==> config.mk <==
export PLATFORM = sky130hd
export DESIGN_NAME = ubx_frame_receiver_pvt_extract
export DESIGN_NICKNAME = d
export VERILOG_FILES = /design/src/rtl/ubxr_pkg.sv /design/src/rtl/ubxr_front.sv /design/src/rtl/ubxr_queue.sv /design/src/rtl/ubxr_back.sv /design/src/rtl/ubx_frame_receiver_pvt_extract.sv
export SDC_FILE = /design/constraint.sdc
export NUM_CORES = 1
export LEC_CHECK = 0
export ABC_AREA = 1
export BUFFER_PORTS_ARGS = -buffer_cell sky130_fd_sc_hd__buf_4
export CAP_MARGIN = 20
export CORE_AREA = 3 3 306 308
export CTS_BUF_LIST = sky130_fd_sc_hd__clkbuf_8
export CTS_CLUSTER_SIZE = 24
export DETAILED_ROUTE_END_ITERATION = 10
export DIE_AREA = 0 0 309 311
export HOLD_SLACK_MARGIN = 0.1
export PLACE_DENSITY_LB_ADDON = 0.05
export SKIP_CTS_REPAIR_TIMING = 1
export SLEW_MARGIN = 10
export SYNTH_ARGS = -nofsm -noshare
export SYNTH_HDL_FRONTEND = slang
export SYNTH_SLANG_ARGS = --single-unit
==> constraint.sdc <==
create_clock -name clk -period 13.6 [get_ports clk]
set_clock_uncertainty 0.15 [all_clocks]
set_input_delay 0 -clock clk [delete_from_list [all_inputs] [get_ports clk]]
set_output_delay 0 -clock clk [all_outputs]
set_load 0.02 [all_outputs]
==> src/rtl/ubxr_pkg.sv <==
// shared types and constants for the ubx frame receiver
// no dependencies; imported by every module of the block
package ubxr_pkg;

	localparam int unsigned CAPTURE_BYTES = 68;
	localparam int unsigned CAP_IDX_W     = $clog2(CAPTURE_BYTES);
	localparam int unsigned QUEUE_DEPTH   = 4;
	localparam int unsigned QUEUE_PTR_W   = $clog2(QUEUE_DEPTH);
	localparam int unsigned QUEUE_CNT_W   = $clog2(QUEUE_DEPTH + 1);

	localparam logic [7:0]  SYNC1_BYTE    = 8'hB5;
	localparam logic [7:0]  SYNC2_BYTE    = 8'h62;
	localparam logic [7:0]  CLS_NAV       = 8'h01;
	localparam logic [7:0]  ID_NAV_PVT    = 8'h07;
	localparam logic [7:0]  CLS_ACK       = 8'h05;
	localparam logic [7:0]  ID_ACK_ACK    = 8'h01;
	localparam logic [7:0]  ID_ACK_NAK    = 8'h00;
	localparam logic [15:0] MAX_LEN_RESET = 16'd92;

	// payload offsets of the captured fields
	localparam int unsigned OFF_FIX  = 20;
	localparam int unsigned OFF_NSAT = 23;
	localparam int unsigned OFF_LON  = 24;
	localparam int unsigned OFF_LAT  = 28;
	localparam int unsigned OFF_HGT  = 32;
	localparam int unsigned OFF_VELN = 48;
	localparam int unsigned OFF_VELE = 52;
	localparam int unsigned OFF_VELD = 56;
	localparam int unsigned OFF_GSPD = 60;
	localparam int unsigned OFF_HEAD = 64;

	typedef enum logic [3:0] {
		PH_SYNC1,
		PH_SYNC2,
		PH_CLASS,
		PH_IDENT,
		PH_LENLO,
		PH_LENHI,
		PH_BODY,
		PH_CKA,
		PH_CKB
	} phase_t;

	typedef enum logic [2:0] {
		ST_NAV_PVT,
		ST_ACK,
		ST_NAK,
		ST_UNKNOWN,
		ST_CKSUM_ERR,
		ST_LEN_ERR
	} status_t;

	typedef enum logic [1:0] {
		OP_CLEAR,
		OP_WRITE,
		OP_EMIT
	} op_kind_t;

	// one queued command from the parser to the capture / report side
	typedef struct packed {
		op_kind_t               kind;
		logic [CAP_IDX_W-1:0]   idx;
		logic [7:0]             data;
		status_t                status;
		logic [15:0]            class_id;
	} op_t;

endpackage

==> src/rtl/ubxr_front.sv <==
// byte parser: preamble hunt, header, length check and fletcher-8 sum
// depends on ubxr_pkg; emits one op per byte that needs back-end action
module ubxr_front (
	input  logic          clk,
	input  logic          arst_n,
	input  logic          cfg_wr_en,
	input  logic [15:0]   cfg_wr_data,
	input  logic          in_valid,
	output logic          in_stall,
	input  logic [7:0]    rx_byte,
	output logic          push_valid,
	output ubxr_pkg::op_t push_op,
	input  logic          queue_full
);
	import ubxr_pkg::*;

	phase_t      phase_q, phase_nxt;
	logic [15:0] max_len_q;
	logic [7:0]  class_q;
	logic [7:0]  ident_q;
	logic [15:0] plen_q;
	logic [15:0] bidx_q;
	logic [7:0]  sum_a_q;
	logic [7:0]  sum_b_q;
	logic [7:0]  cka_q;

	logic        accept;
	logic        need_op;
	logic [15:0] len_full;
	logic        len_err;
	logic [15:0] bidx_inc;
	logic [7:0]  acc_a;
	logic [7:0]  acc_b;
	status_t     end_status;

	assign in_stall   = queue_full;
	assign accept     = in_valid & ~queue_full;
	assign push_valid = accept & need_op;

	assign len_full = {rx_byte, plen_q[7:0]};
	assign len_err  = len_full > max_len_q;
	assign bidx_inc = bidx_q + 16'd1;
	assign acc_a    = sum_a_q + rx_byte;
	assign acc_b    = sum_b_q + acc_a;

	always_comb begin
		priority if (cka_q != sum_a_q || rx_byte != sum_b_q)
			end_status = ST_CKSUM_ERR;
		else if (class_q == CLS_NAV && ident_q == ID_NAV_PVT)
			end_status = ST_NAV_PVT;
		else if (class_q == CLS_ACK && ident_q == ID_ACK_ACK)
			end_status = ST_ACK;
		else if (class_q == CLS_ACK && ident_q == ID_ACK_NAK)
			end_status = ST_NAK;
		else
			end_status = ST_UNKNOWN;
	end

	// next phase
	always_comb begin
		unique case (phase_q)
			PH_SYNC1: phase_nxt = (rx_byte == SYNC1_BYTE) ? PH_SYNC2 : PH_SYNC1;
			PH_SYNC2: phase_nxt = (rx_byte == SYNC2_BYTE) ? PH_CLASS : PH_SYNC1;
			PH_CLASS: phase_nxt = PH_IDENT;
			PH_IDENT: phase_nxt = PH_LENLO;
			PH_LENLO: phase_nxt = PH_LENHI;
			PH_LENHI: begin
				if (len_err)
					phase_nxt = PH_SYNC1;
				else if (len_full == 16'd0)
					phase_nxt = PH_CKA;
				else
					phase_nxt = PH_BODY;
			end
			PH_BODY:  phase_nxt = (bidx_inc >= plen_q) ? PH_CKA : PH_BODY;
			PH_CKA:   phase_nxt = PH_CKB;
			PH_CKB:   phase_nxt = PH_SYNC1;
			default:  phase_nxt = PH_SYNC1;
		endcase
	end

	// op generation
	always_comb begin
		need_op          = 1'b0;
		push_op.kind     = OP_WRITE;
		push_op.idx      = bidx_q[CAP_IDX_W-1:0];
		push_op.data     = rx_byte;
		push_op.status   = end_status;
		push_op.class_id = {class_q, ident_q};
		unique case (phase_q)
			PH_LENHI: begin
				need_op        = 1'b1;
				push_op.kind   = len_err ? OP_EMIT : OP_CLEAR;
				push_op.status = ST_LEN_ERR;
			end
			PH_BODY: begin
				need_op = bidx_q < 16'(CAPTURE_BYTES);
			end
			PH_CKB: begin
				need_op      = 1'b1;
				push_op.kind = OP_EMIT;
			end
			default: begin
				need_op = 1'b0;
			end
		endcase
	end

	always_ff @(posedge clk or negedge arst_n) begin
		if (!arst_n) begin
			phase_q   <= PH_SYNC1;
			max_len_q <= MAX_LEN_RESET;
		end else begin
			if (cfg_wr_en)
				max_len_q <= cfg_wr_data;
			if (accept)
				phase_q <= phase_nxt;
		end
	end

	always_ff @(posedge clk) begin
		if (accept) begin
			unique case (phase_q)
				PH_CLASS: begin
					class_q <= rx_byte;
					sum_a_q <= rx_byte;
					sum_b_q <= rx_byte;
				end
				PH_IDENT: begin
					ident_q <= rx_byte;
					sum_a_q <= acc_a;
					sum_b_q <= acc_b;
				end
				PH_LENLO: begin
					plen_q  <= {8'h00, rx_byte};
					sum_a_q <= acc_a;
					sum_b_q <= acc_b;
				end
				PH_LENHI: begin
					plen_q  <= len_full;
					bidx_q  <= 16'd0;
					sum_a_q <= acc_a;
					sum_b_q <= acc_b;
				end
				PH_BODY: begin
					bidx_q  <= bidx_inc;
					sum_a_q <= acc_a;
					sum_b_q <= acc_b;
				end
				PH_CKA: begin
					cka_q <= rx_byte;
				end
				default: begin
					cka_q <= cka_q;
				end
			endcase
		end
	end

endmodule

==> src/rtl/ubxr_queue.sv <==
// small fifo of parser ops between the front and back ends
// depends on ubxr_pkg
module ubxr_queue (
	input  logic          clk,
	input  logic          arst_n,
	input  logic          push_valid,
	input  ubxr_pkg::op_t push_op,
	output logic          full,
	output logic          pop_valid,
	input  logic          pop_ready,
	output ubxr_pkg::op_t pop_op
);
	import ubxr_pkg::*;

	op_t                    mem_q [QUEUE_DEPTH];
	logic [QUEUE_PTR_W-1:0] wr_ptr_q;
	logic [QUEUE_PTR_W-1:0] rd_ptr_q;
	logic [QUEUE_CNT_W-1:0] count_q;
	logic                   do_pop;

	assign full      = count_q == QUEUE_CNT_W'(QUEUE_DEPTH);
	assign pop_valid = count_q != '0;
	assign pop_op    = mem_q[rd_ptr_q];
	assign do_pop    = pop_valid & pop_ready;

	always_ff @(posedge clk) begin
		if (push_valid)
			mem_q[wr_ptr_q] <= push_op;
	end

	always_ff @(posedge clk or negedge arst_n) begin
		if (!arst_n) begin
			wr_ptr_q <= '0;
			rd_ptr_q <= '0;
			count_q  <= '0;
		end else begin
			if (push_valid)
				wr_ptr_q <= wr_ptr_q + QUEUE_PTR_W'(1);
			if (do_pop)
				rd_ptr_q <= rd_ptr_q + QUEUE_PTR_W'(1);
			if (push_valid && !do_pop)
				count_q <= count_q + QUEUE_CNT_W'(1);
			else if (!push_valid && do_pop)
				count_q <= count_q - QUEUE_CNT_W'(1);
		end
	end

endmodule

==> src/rtl/ubxr_back.sv <==
// payload capture bytes and the registered report output
// depends on ubxr_pkg; consumes ops from ubxr_queue
module ubxr_back (
	input  logic                clk,
	input  logic                arst_n,
	input  logic                pop_valid,
	output logic                pop_ready,
	input  ubxr_pkg::op_t       pop_op,
	output logic                out_valid,
	input  logic                out_stall,
	output logic [2:0]          frame_status,
	output logic [15:0]         class_and_id,
	output logic signed [31:0]  latitude_raw,
	output logic signed [31:0]  longitude_raw,
	output logic signed [31:0]  height_raw,
	output logic signed [31:0]  vel_north_raw,
	output logic signed [31:0]  vel_east_raw,
	output logic signed [31:0]  vel_down_raw,
	output logic signed [31:0]  ground_speed_raw,
	output logic signed [31:0]  heading_raw,
	output logic [7:0]          satellite_count,
	output logic                fix_valid
);
	import ubxr_pkg::*;

	logic [7:0] cap_q [CAPTURE_BYTES];
	logic       out_valid_q;
	logic       out_free;
	logic       take;
	logic       emit;
	logic       is_pvt;

	function automatic logic [31:0] word_at(input logic [CAP_IDX_W-1:0] off);
		return {cap_q[off + CAP_IDX_W'(3)], cap_q[off + CAP_IDX_W'(2)],
			cap_q[off + CAP_IDX_W'(1)], cap_q[off]};
	endfunction

	assign out_valid = out_valid_q;
	assign out_free  = ~out_valid_q | ~out_stall;
	assign pop_ready = (pop_op.kind != OP_EMIT) | out_free;
	assign take      = pop_valid & pop_ready;
	assign emit      = take & (pop_op.kind == OP_EMIT);
	assign is_pvt    = pop_op.status == ST_NAV_PVT;

	always_ff @(posedge clk) begin
		if (take) begin
			unique case (pop_op.kind)
				OP_CLEAR: begin
					for (int i = 0; i < CAPTURE_BYTES; i++)
						cap_q[CAP_IDX_W'(i)] <= 8'h00;
				end
				OP_WRITE: begin
					cap_q[pop_op.idx] <= pop_op.data;
				end
				default: begin
					cap_q[0] <= cap_q[0];
				end
			endcase
		end
	end

	always_ff @(posedge clk or negedge arst_n) begin
		if (!arst_n)
			out_valid_q <= 1'b0;
		else if (out_free)
			out_valid_q <= emit;
	end

	always_ff @(posedge clk) begin
		if (emit) begin
			frame_status     <= pop_op.status;
			class_and_id     <= pop_op.class_id;
			latitude_raw     <= is_pvt ? $signed(word_at(CAP_IDX_W'(OFF_LAT)))  : 32'sd0;
			longitude_raw    <= is_pvt ? $signed(word_at(CAP_IDX_W'(OFF_LON)))  : 32'sd0;
			height_raw       <= is_pvt ? $signed(word_at(CAP_IDX_W'(OFF_HGT)))  : 32'sd0;
			vel_north_raw    <= is_pvt ? $signed(word_at(CAP_IDX_W'(OFF_VELN))) : 32'sd0;
			vel_east_raw     <= is_pvt ? $signed(word_at(CAP_IDX_W'(OFF_VELE))) : 32'sd0;
			vel_down_raw     <= is_pvt ? $signed(word_at(CAP_IDX_W'(OFF_VELD))) : 32'sd0;
			ground_speed_raw <= is_pvt ? $signed(word_at(CAP_IDX_W'(OFF_GSPD))) : 32'sd0;
			heading_raw      <= is_pvt ? $signed(word_at(CAP_IDX_W'(OFF_HEAD))) : 32'sd0;
			satellite_count  <= is_pvt ? cap_q[CAP_IDX_W'(OFF_NSAT)] : 8'h00;
			fix_valid        <= is_pvt & (cap_q[CAP_IDX_W'(OFF_FIX)] != 8'h00);
		end
	end

endmodule

==> src/rtl/ubx_frame_receiver_pvt_extract.sv <==
// channel   | handshake            | payload
// ----------+----------------------+------------------------------------------
// config    | cfg_wr_en            | cfg_wr_data (max payload length)
// input     | in_valid / in_stall  | rx_byte
// output    | out_valid / out_stall| frame_status, class_and_id, pvt fields
//
// a byte is taken every cycle while in_stall is low; the parser never waits
// on the byte itself. after the frame's last byte a report passes the op
// queue and output register; the four-entry op queue sets how far a held
// output lags. in_stall rises only when the op queue is full, i.e. after
// out_stall has held a report long enough for four pending ops to pile up.
// reset clears the parser phase, the queue and out_valid; max length returns to 92.
// top level: ubxr_front -> ubxr_queue -> ubxr_back, all using ubxr_pkg
module ubx_frame_receiver_pvt_extract (
	input  logic               clk,
	input  logic               arst_n,
	input  logic               cfg_wr_en,
	input  logic [15:0]        cfg_wr_data,
	input  logic               in_valid,
	output logic               in_stall,
	input  logic [7:0]         rx_byte,
	output logic               out_valid,
	input  logic               out_stall,
	output logic [2:0]         frame_status,
	output logic [15:0]        class_and_id,
	output logic signed [31:0] latitude_raw,
	output logic signed [31:0] longitude_raw,
	output logic signed [31:0] height_raw,
	output logic signed [31:0] vel_north_raw,
	output logic signed [31:0] vel_east_raw,
	output logic signed [31:0] vel_down_raw,
	output logic signed [31:0] ground_speed_raw,
	output logic signed [31:0] heading_raw,
	output logic [7:0]         satellite_count,
	output logic               fix_valid
);
	import ubxr_pkg::*;

	logic push_valid;
	op_t  push_op;
	logic queue_full;
	logic pop_valid;
	logic pop_ready;
	op_t  pop_op;

	ubxr_front u_front (
		.clk         (clk),
		.arst_n      (arst_n),
		.cfg_wr_en   (cfg_wr_en),
		.cfg_wr_data (cfg_wr_data),
		.in_valid    (in_valid),
		.in_stall    (in_stall),
		.rx_byte     (rx_byte),
		.push_valid  (push_valid),
		.push_op     (push_op),
		.queue_full  (queue_full)
	);

	ubxr_queue u_queue (
		.clk        (clk),
		.arst_n     (arst_n),
		.push_valid (push_valid),
		.push_op    (push_op),
		.full       (queue_full),
		.pop_valid  (pop_valid),
		.pop_ready  (pop_ready),
		.pop_op     (pop_op)
	);

	ubxr_back u_back (
		.clk              (clk),
		.arst_n           (arst_n),
		.pop_valid        (pop_valid),
		.pop_ready        (pop_ready),
		.pop_op           (pop_op),
		.out_valid        (out_valid),
		.out_stall        (out_stall),
		.frame_status     (frame_status),
		.class_and_id     (class_and_id),
		.latitude_raw     (latitude_raw),
		.longitude_raw    (longitude_raw),
		.height_raw       (height_raw),
		.vel_north_raw    (vel_north_raw),
		.vel_east_raw     (vel_east_raw),
		.vel_down_raw     (vel_down_raw),
		.ground_speed_raw (ground_speed_raw),
		.heading_raw      (heading_raw),
		.satellite_count  (satellite_count),
		.fix_valid        (fix_valid)
	);

endmodule

==> impl_metrics.json, run 1 <==
{
  "arrival_ns": 4.79,
  "synth_mux_area_share_pct": 0.0707,
  "cts_tree": "done",
  "hold_path.class": "in -> reg",
  "async_flop_share_pct": 3.50,
  "io_buffers": 314,
  "worstReg2RegStart": "u_queue.rd_ptr_q[0]",
  "htree_num_levels": 4,
  "grt_pass1_vias": 19600,
  "setup_tns_ns": 0,
  "synth_edf_count": 772,
  "synth_seq_cells": 800,
  "startpoint": "u_queue.rd_ptr_q[0]",
  "met2_usage_pct": 28.7,
  "grt_pass1_wl_mm": 121,
  "die_h_um": 311,
  "hold_violations": 0,
  "grtUsageMet1_pct": 21.5,
  "syn_avg_cell_area_um2": 12.4,
  "use_met3_pct": 3.54,
  "grt-ovfl-total": 0,
  "tightest_slew_ns": 1.02,
  "switchingPower_uw": 3440,
  "grt_max_degree": 144,
  "grt_antenna_before_repair": 1,
  "drtIter0Drc": 1218,
  "core_mm2": 0.0914,
  "ys_top_cells_by_area": "edfxtp_1, nor2_1, inv_1",
  "cp_max_fo": 96,
  "setup_viol": 0,
  "holdWs_ns": 0.205,
  "gp_congestion": 0.771,
  "clkSlewWorstSetupHoldPaths_ns": 0.05,
  "synth_top_area_cell": "edfxtp_1",
  "route.detailed.drc": 0,
  "ys_seq_area_share_pct": 75.0,
  "maxCapViolations": 0,
  "min_period_ns": 4.56,
  "top_regs": "u_back.cap_q x272, u_queue.mem_q x144",
  "final_nets": 3125,
  "worst_ir_drop_vdd_mv": 0.137,
  "syn_area_mm2": 0.0319,
  "relSlewSlack_pct": 32.2,
  "synth_flop_cell": "edfxtp_1",
  "synth-simple-area-share_pct": 12.9,
  "crit_required_ns": 13.83,
  "leakagePower_uw": 0.0162,
  "p_seq_share_pct": 45.4,
  "wirelength_mm": 82.6,
  "combPwrFrac_pct": 32.9,
  "pin_count": 315,
  "rows": 111,
  "synth_top_area_share_pct": 72.8,
  "largest_register_ff_count": 272,
  "fillers": 8641,
  "cts_made_buffers": 141,
  "drv_slew": 0,
  "crit_path_start_kind": "register",
  "syn_nets": 2649,
  "die_x_um": 309,
  "area_growth_pct": 22.3,
  "max_freq_ghz": 0.219,
  "cts_sinks": 800,
  "path_class": "reg -> reg",
  "viasPerCell": 4.55,
  "route.detailed.wl_per_inst_um": 19.1,
  "synth_top_family_by_area": "simple AND/OR/NAND/NOR gates",
  "hpwlAfterDp_mm": 51.9,
  "globalRouteTotalUtil_pct": 16.9,
  "synth_xor_area_share_pct": 0.825,
  "synth_fa_ha_area_share_pct": 2.23,
  "power.internal_uw": 5640,
  "power_density_mw_per_mm2": 233,
  "regMostFlops": "u_back.cap_q",
  "layout-drive-gt1-share_pct": 18.5,
  "top_usage_layer": "met2",
  "clockBufferDepth": 3,
  "status": "completed",
  "grt_setup_unrepaired": "no",
  "synth-compound-area-share_pct": 3.16,
  "start_util_pct": 34.9,
  "endpoint_kind": "register",
  "netSwitchingFraction_pct": 37.9,
  "via_count": 19700,
  "clock_latency_ns": 0.77,
  "clkPwrFrac_pct": 21.7,
  "post-route-period-util_pct": 33.5,
  "ant_nets": 0,
  "clk_root_buffer_cell": "clkbuf_8",
  "drtPass1Iterations": 5,
  "ys_types": 49,
  "yosysWarnings": 0,
  "hp-start": "in_valid",
  "die_area_mm2": 0.0961,
  "syn_inst": 2565
}
==> logic make-up after synthesis <==
| group | Yosys count |
|---|---|
| multiplexers | 2 |
| AO/OA/AOI/OAI | 174 |
| buffers and inverters | 488 |
| adder cells (fa/ha/maj) | 55 |
| AND/OR/NAND/NOR | 1016 |
| flip-flops | 800 |
| XOR/XNOR | 30 |
==> critical path, cell delays in order (launching register included) <==
cell	delay [ns]
dfrtp_2	0.35
clkinv_1	0.54
buf_4	0.54
o21ai_0	0.21
o22a_1	0.20
nor2_1	0.07
nand3_1	0.08
nand2_1	0.11
inv_1	0.11
nand2_1	0.15
inv_8	0.31
buf_16	0.38
buf_4	0.84
==> Yosys cell counts, drive strengths merged (2+ instances only) <==
| master | n |
|---|---|
| o21ai | 80 |
| o31ai | 4 |
| mux2 | 2 |
| a32oi | 3 |
| a32o | 10 |
| dfstp | 4 |
| a21oi | 43 |
| nand3b | 2 |
| o21a | 2 |
| xor2 | 10 |
| o21bai | 2 |
| dfrtp | 24 |
| clkbuf | 86 |
| nand2 | 249 |
| edfxtp | 772 |
| xnor2 | 20 |
| nand3 | 34 |
| nor4 | 9 |
| inv | 389 |
| fa | 3 |
| o22ai | 24 |
| nor3 | 16 |
| or2 | 5 |
| nor2 | 680 |
| ha | 52 |
| buf | 13 |
| nand4 | 15 |
==> area by class of cell <==
cell class                 count  area [µm²]  share of cell area (%)
sequential                   800       23900                    61.3
multi-input combinational   1277        6140                    15.8
timing repair buffer         432        3530                    9.05
clock buffer                 147        2020                    5.19
tap                         1186        1480                    3.81
inverter                     389        1470                    3.77
clock inverter                93         444                    1.14
antenna                        1        2.50                 0.00642
==> power groups by stage <==
stage / Sequential (µW) / Clock (µW) / Combinational (µW)
after CTS: 4140 / 2050 / 3030
after global placement: 4190 / 0 / 2980
after global routing: 4190 / 2160 / 3280
final: 4120 / 1970 / 2990
after detailed placement: 4190 / 0 / 3010
after floorplan: 4560 / 0 / 1330
==> worst paths after layout <==
path                                               end  slack [ns]  depth (start not counted)
worst max-delay path            u_back.vel_east_raw[4]        9.04                         12
worst min-delay path               u_queue.wr_ptr_q[1]        0.20                          6
worst max register to register  u_back.vel_east_raw[4]        9.04                         12
worst min register to register     u_queue.mem_q[1][9]        0.37                          0
max in group asynchronous         u_front.max_len_q[3]       12.38                          5
min in group asynchronous         u_front.max_len_q[7]        0.68                          5
==> layout by cell type (no fill, tap or decap), types with 3 or more instances in the layout <==
cell type / instances
edfxtp_1: 772
nor2_1: 671
inv_1: 430
buf_4: 336
nand2_1: 215
clkbuf_8: 147
dlygate4sd3_1: 93
o21ai_0: 80
ha_1: 52
a21oi_1: 41
nand2_2: 34
nand3_1: 33
clkinv_1: 30
o22ai_1: 24
dfrtp_1: 23
xnor2_1: 20
nand4_1: 15
nor3_1: 13
clkinv_2: 12
xor2_1: 10
nor4_1: 9
nor2_2: 9
a32o_2: 8
or2_2: 5
o31ai_1: 4
inv_6: 4
dfstp_2: 4
fa_1: 3
==> per-layer routing <==
layer	wire (µm)	share of wire [%]
met1	35800	43
met5	0	0
met2	41300	50
met3	3980	4.8
met4	1500	1.8
==> through the flow <==
step           area (µm²)  cells  setup slack (ns)  total power, µW  util (%)
2_1_floorplan       31900   2565              5.97             5890         -
3_3_place_gp        35500   3988              8.89             7160      38.9
3_5_place_dp        35500   3988              8.85             7200      38.9
4_1_cts             38000   4228              8.81             9220      41.6
5_1_grt             39000   4325              8.50             9630      42.7
6_report            39000   4325              9.04             9080      42.7
Note: power is estimated with default switching activity, not from simulation.
==> run 2, diff against run 1 <==
==> constraint.sdc (replaced) <==
create_clock -name clk -period 3.8 [get_ports clk]
set_clock_uncertainty 0.15 [all_clocks]
set_input_delay 0 -clock clk [delete_from_list [all_inputs] [get_ports clk]]
set_output_delay 0 -clock clk [all_outputs]
set_load 0.02 [all_outputs]
==> run 2 against run 1 <==
Compared with the run above: routed wire length increased by 1.5%; combinational power rose to 3.7 times the previous value; register-to-register slack worse by 8.6 ns; die area stayed put; flip-flop and latch count did not move; fmax increased by 36%; via count is 1.1% higher; non-clock buffer count rose by 30; power rose to 3.6 times the previous value; sequential power rose to 3.5 times the previous value; largest power group unchanged.
==> impl_metrics.json, run 2 (same netlist as run 1, synthesis figures left out) <==
{
  "cts_made_buffers": 142,
  "reg2reg_depth": 7,
  "arrival_ns": 3.64,
  "core_mm2": 0.0914,
  "fin_cells": 4358,
  "pin_count": 315,
  "viasPerCell": 4.56,
  "grt_antenna_before_repair": 2,
  "top_regs": "u_back.cap_q x272, u_queue.mem_q x144",
  "largest_register_ff_count": 272,
  "grt_pass1_vias": 20200,
  "hold_path.class": "in -> reg",
  "regMostFlops": "u_back.cap_q",
  "worst_r2r_endpoint": "u_back.cap_q[58][0]",
  "drv_slew": 0,
  "leakagePower_uw": 0.0164,
  "cp_max_fo": 31,
  "final_common_cell": "edfxtp_1",
  "cp_cell_sequence": "inv_2 > o21ai_0 > o22ai_1 > nand3_2 > nor2_2 > nand2_2 > nand2_1",
  "die_x_um": 309,
  "worstReg2RegStart": "u_queue.rd_ptr_q[1]",
  "layout-drive-gt1-share_pct": 19.6,
  "clk_root_buffer_cell": "clkbuf_8",
  "final_cell_mix": "edfxtp_1, nor2_1, inv_1",
  "max_freq_ghz": 0.298,
  "io_buffers": 314,
  "status": "completed",
  "design_area_mm2": 0.0393,
  "setup_viol": 0,
  "crit_required_ns": 4.09,
  "htree_num_levels": 4,
  "grt-ovfl-total": 0,
  "setup_tns_ns": 0,
  "min_period_ns": 3.35,
  "endpoint_kind": "register",
  "wirelength_mm": 83.8,
  "die_area_mm2": 0.0961,
  "globalRouteTotalUtil_pct": 17.2,
  "path_class": "reg -> reg",
  "fillers": 8649,
  "rows": 111,
  "grt_max_degree": 85,
  "cts_sinks": 800,
  "start_util_pct": 34.9,
  "relSlewSlack_pct": 45.6,
  "grt_setup_unrepaired": "no",
  "maxCapViolations": 0,
  "cp_top_family": "simple AND/OR/NAND/NOR gates",
  "drtIter0Drc": 1220,
  "grt_pass1_wl_mm": 124,
  "dp.cells": 4021,
  "clkSlewWorstSetupHoldPaths_ns": 0.06,
  "p_total_uw": 33100,
  "drtPass1Iterations": 7,
  "hpwlAfterDp_mm": 54.9,
  "die_h_um": 311,
  "ant_nets": 0,
  "route.detailed.drc": 0,
  "clockBufferDepth": 3,
  "post-route-period-util_pct": 88.2,
  "min_to": "u_front.plen_q[1]",
  "worst_ir_drop_vdd_mv": 0.431,
  "r2r_slack_ns": 0.45,
  "crit_buf_inv": 1,
  "power_density_mw_per_mm2": 840,
  "cts_tree": "done",
  "final_nets": 3156,
  "hold-path-cell-count": 4,
  "crit_path_start_kind": "register",
  "tightest_slew_ns": 0.813,
  "gp_congestion": 0.781,
  "area_growth_pct": 23.5,
  "cp_slowest_stage_delay_ns": 0.62,
  "clock_latency_ns": 0.79,
  "utilization_pct": 43.1,
  "placed_area_mm2": 0.0358,
  "route.detailed.wl_per_inst_um": 19.2,
  "cpMaxStageDelayCell": "nor2_2",
  "via_count": 19900,
  "hp-start": "rx_byte[1]",
  "hold_violations": 0
}
[run 2: changes by cell type in the layout (fill, tap and decap cells not counted), sizes merged]
cell         change
buf             +31
inv             -10
clkbuf           +6
clkinvlp         +5
bufinv           +1
clkinv           +1
dlygate4sd3      -1
[run 2: metrics by stage]
| step | setup WS (ns) | hold WS (ns) |
|---|---|---|
| 2_1_floorplan | -2.37 | -0.446 |
| 3_3_place_gp | 0.383 | -0.196 |
| 3_5_place_dp | 0.393 | -0.192 |
| 4_1_cts | 0.358 | -1.08 |
| 5_1_grt | 0.159 | 0.133 |
| 6_report | 0.448 | 0.152 |
[run 2: worst max path at each step]
| stage | to | depth (start not counted) | from |
|---|---|---|---|
| after floorplan | u_back.class_and_id[0] | 11 | u_queue.rd_ptr_q[0] |
| after global placement | u_back.cap_q[58][5] | 7 | u_queue.rd_ptr_q[1] |
| after detailed placement | u_back.cap_q[58][5] | 7 | u_queue.rd_ptr_q[1] |
| after CTS | u_back.cap_q[58][0] | 7 | u_queue.rd_ptr_q[1] |
| after global routing | u_back.cap_q[26][5] | 7 | u_queue.rd_ptr_q[1] |
| final | u_back.cap_q[58][0] | 7 | u_queue.rd_ptr_q[1] |
[run 2: routing by layer]
metal	vias to the layer above	share of wire [%]	track usage, %
met4	0	2.2	5.64
met2	491	50	29.3
met5	-	0	0
met1	9735	43	21.9
met3	133	4.9	3.59
li1	9528	-	-
[run 2: layout make-up]
type / instances / area [µm²] / share of cell area (%)
Antenna cell: 1 / 2.50 / 0.00636
Clock buffer: 153 / 2110 / 5.35
Clock inverter: 90 / 454 / 1.15
Inverter: 389 / 1460 / 3.72
Multi-Input combinational cell: 1277 / 6150 / 15.6
Sequential cell: 800 / 23900 / 60.7
Tap cell: 1186 / 1480 / 3.77
Timing Repair Buffer: 462 / 3800 / 9.65
[run 2: power by group]
group | internal, µW | switching [µW] | total (µW)
sequential | 13600 | 1010 | 14600
combinational | 3070 | 8060 | 11100
clock | 3870 | 3430 | 7310
[run 2: tightest hold or removal path, cell delays in order]
cell	delay [ns]
dlygate4sd3_1	0.52
buf_4	0.16
inv_1	0.15
nor2_1	0.13
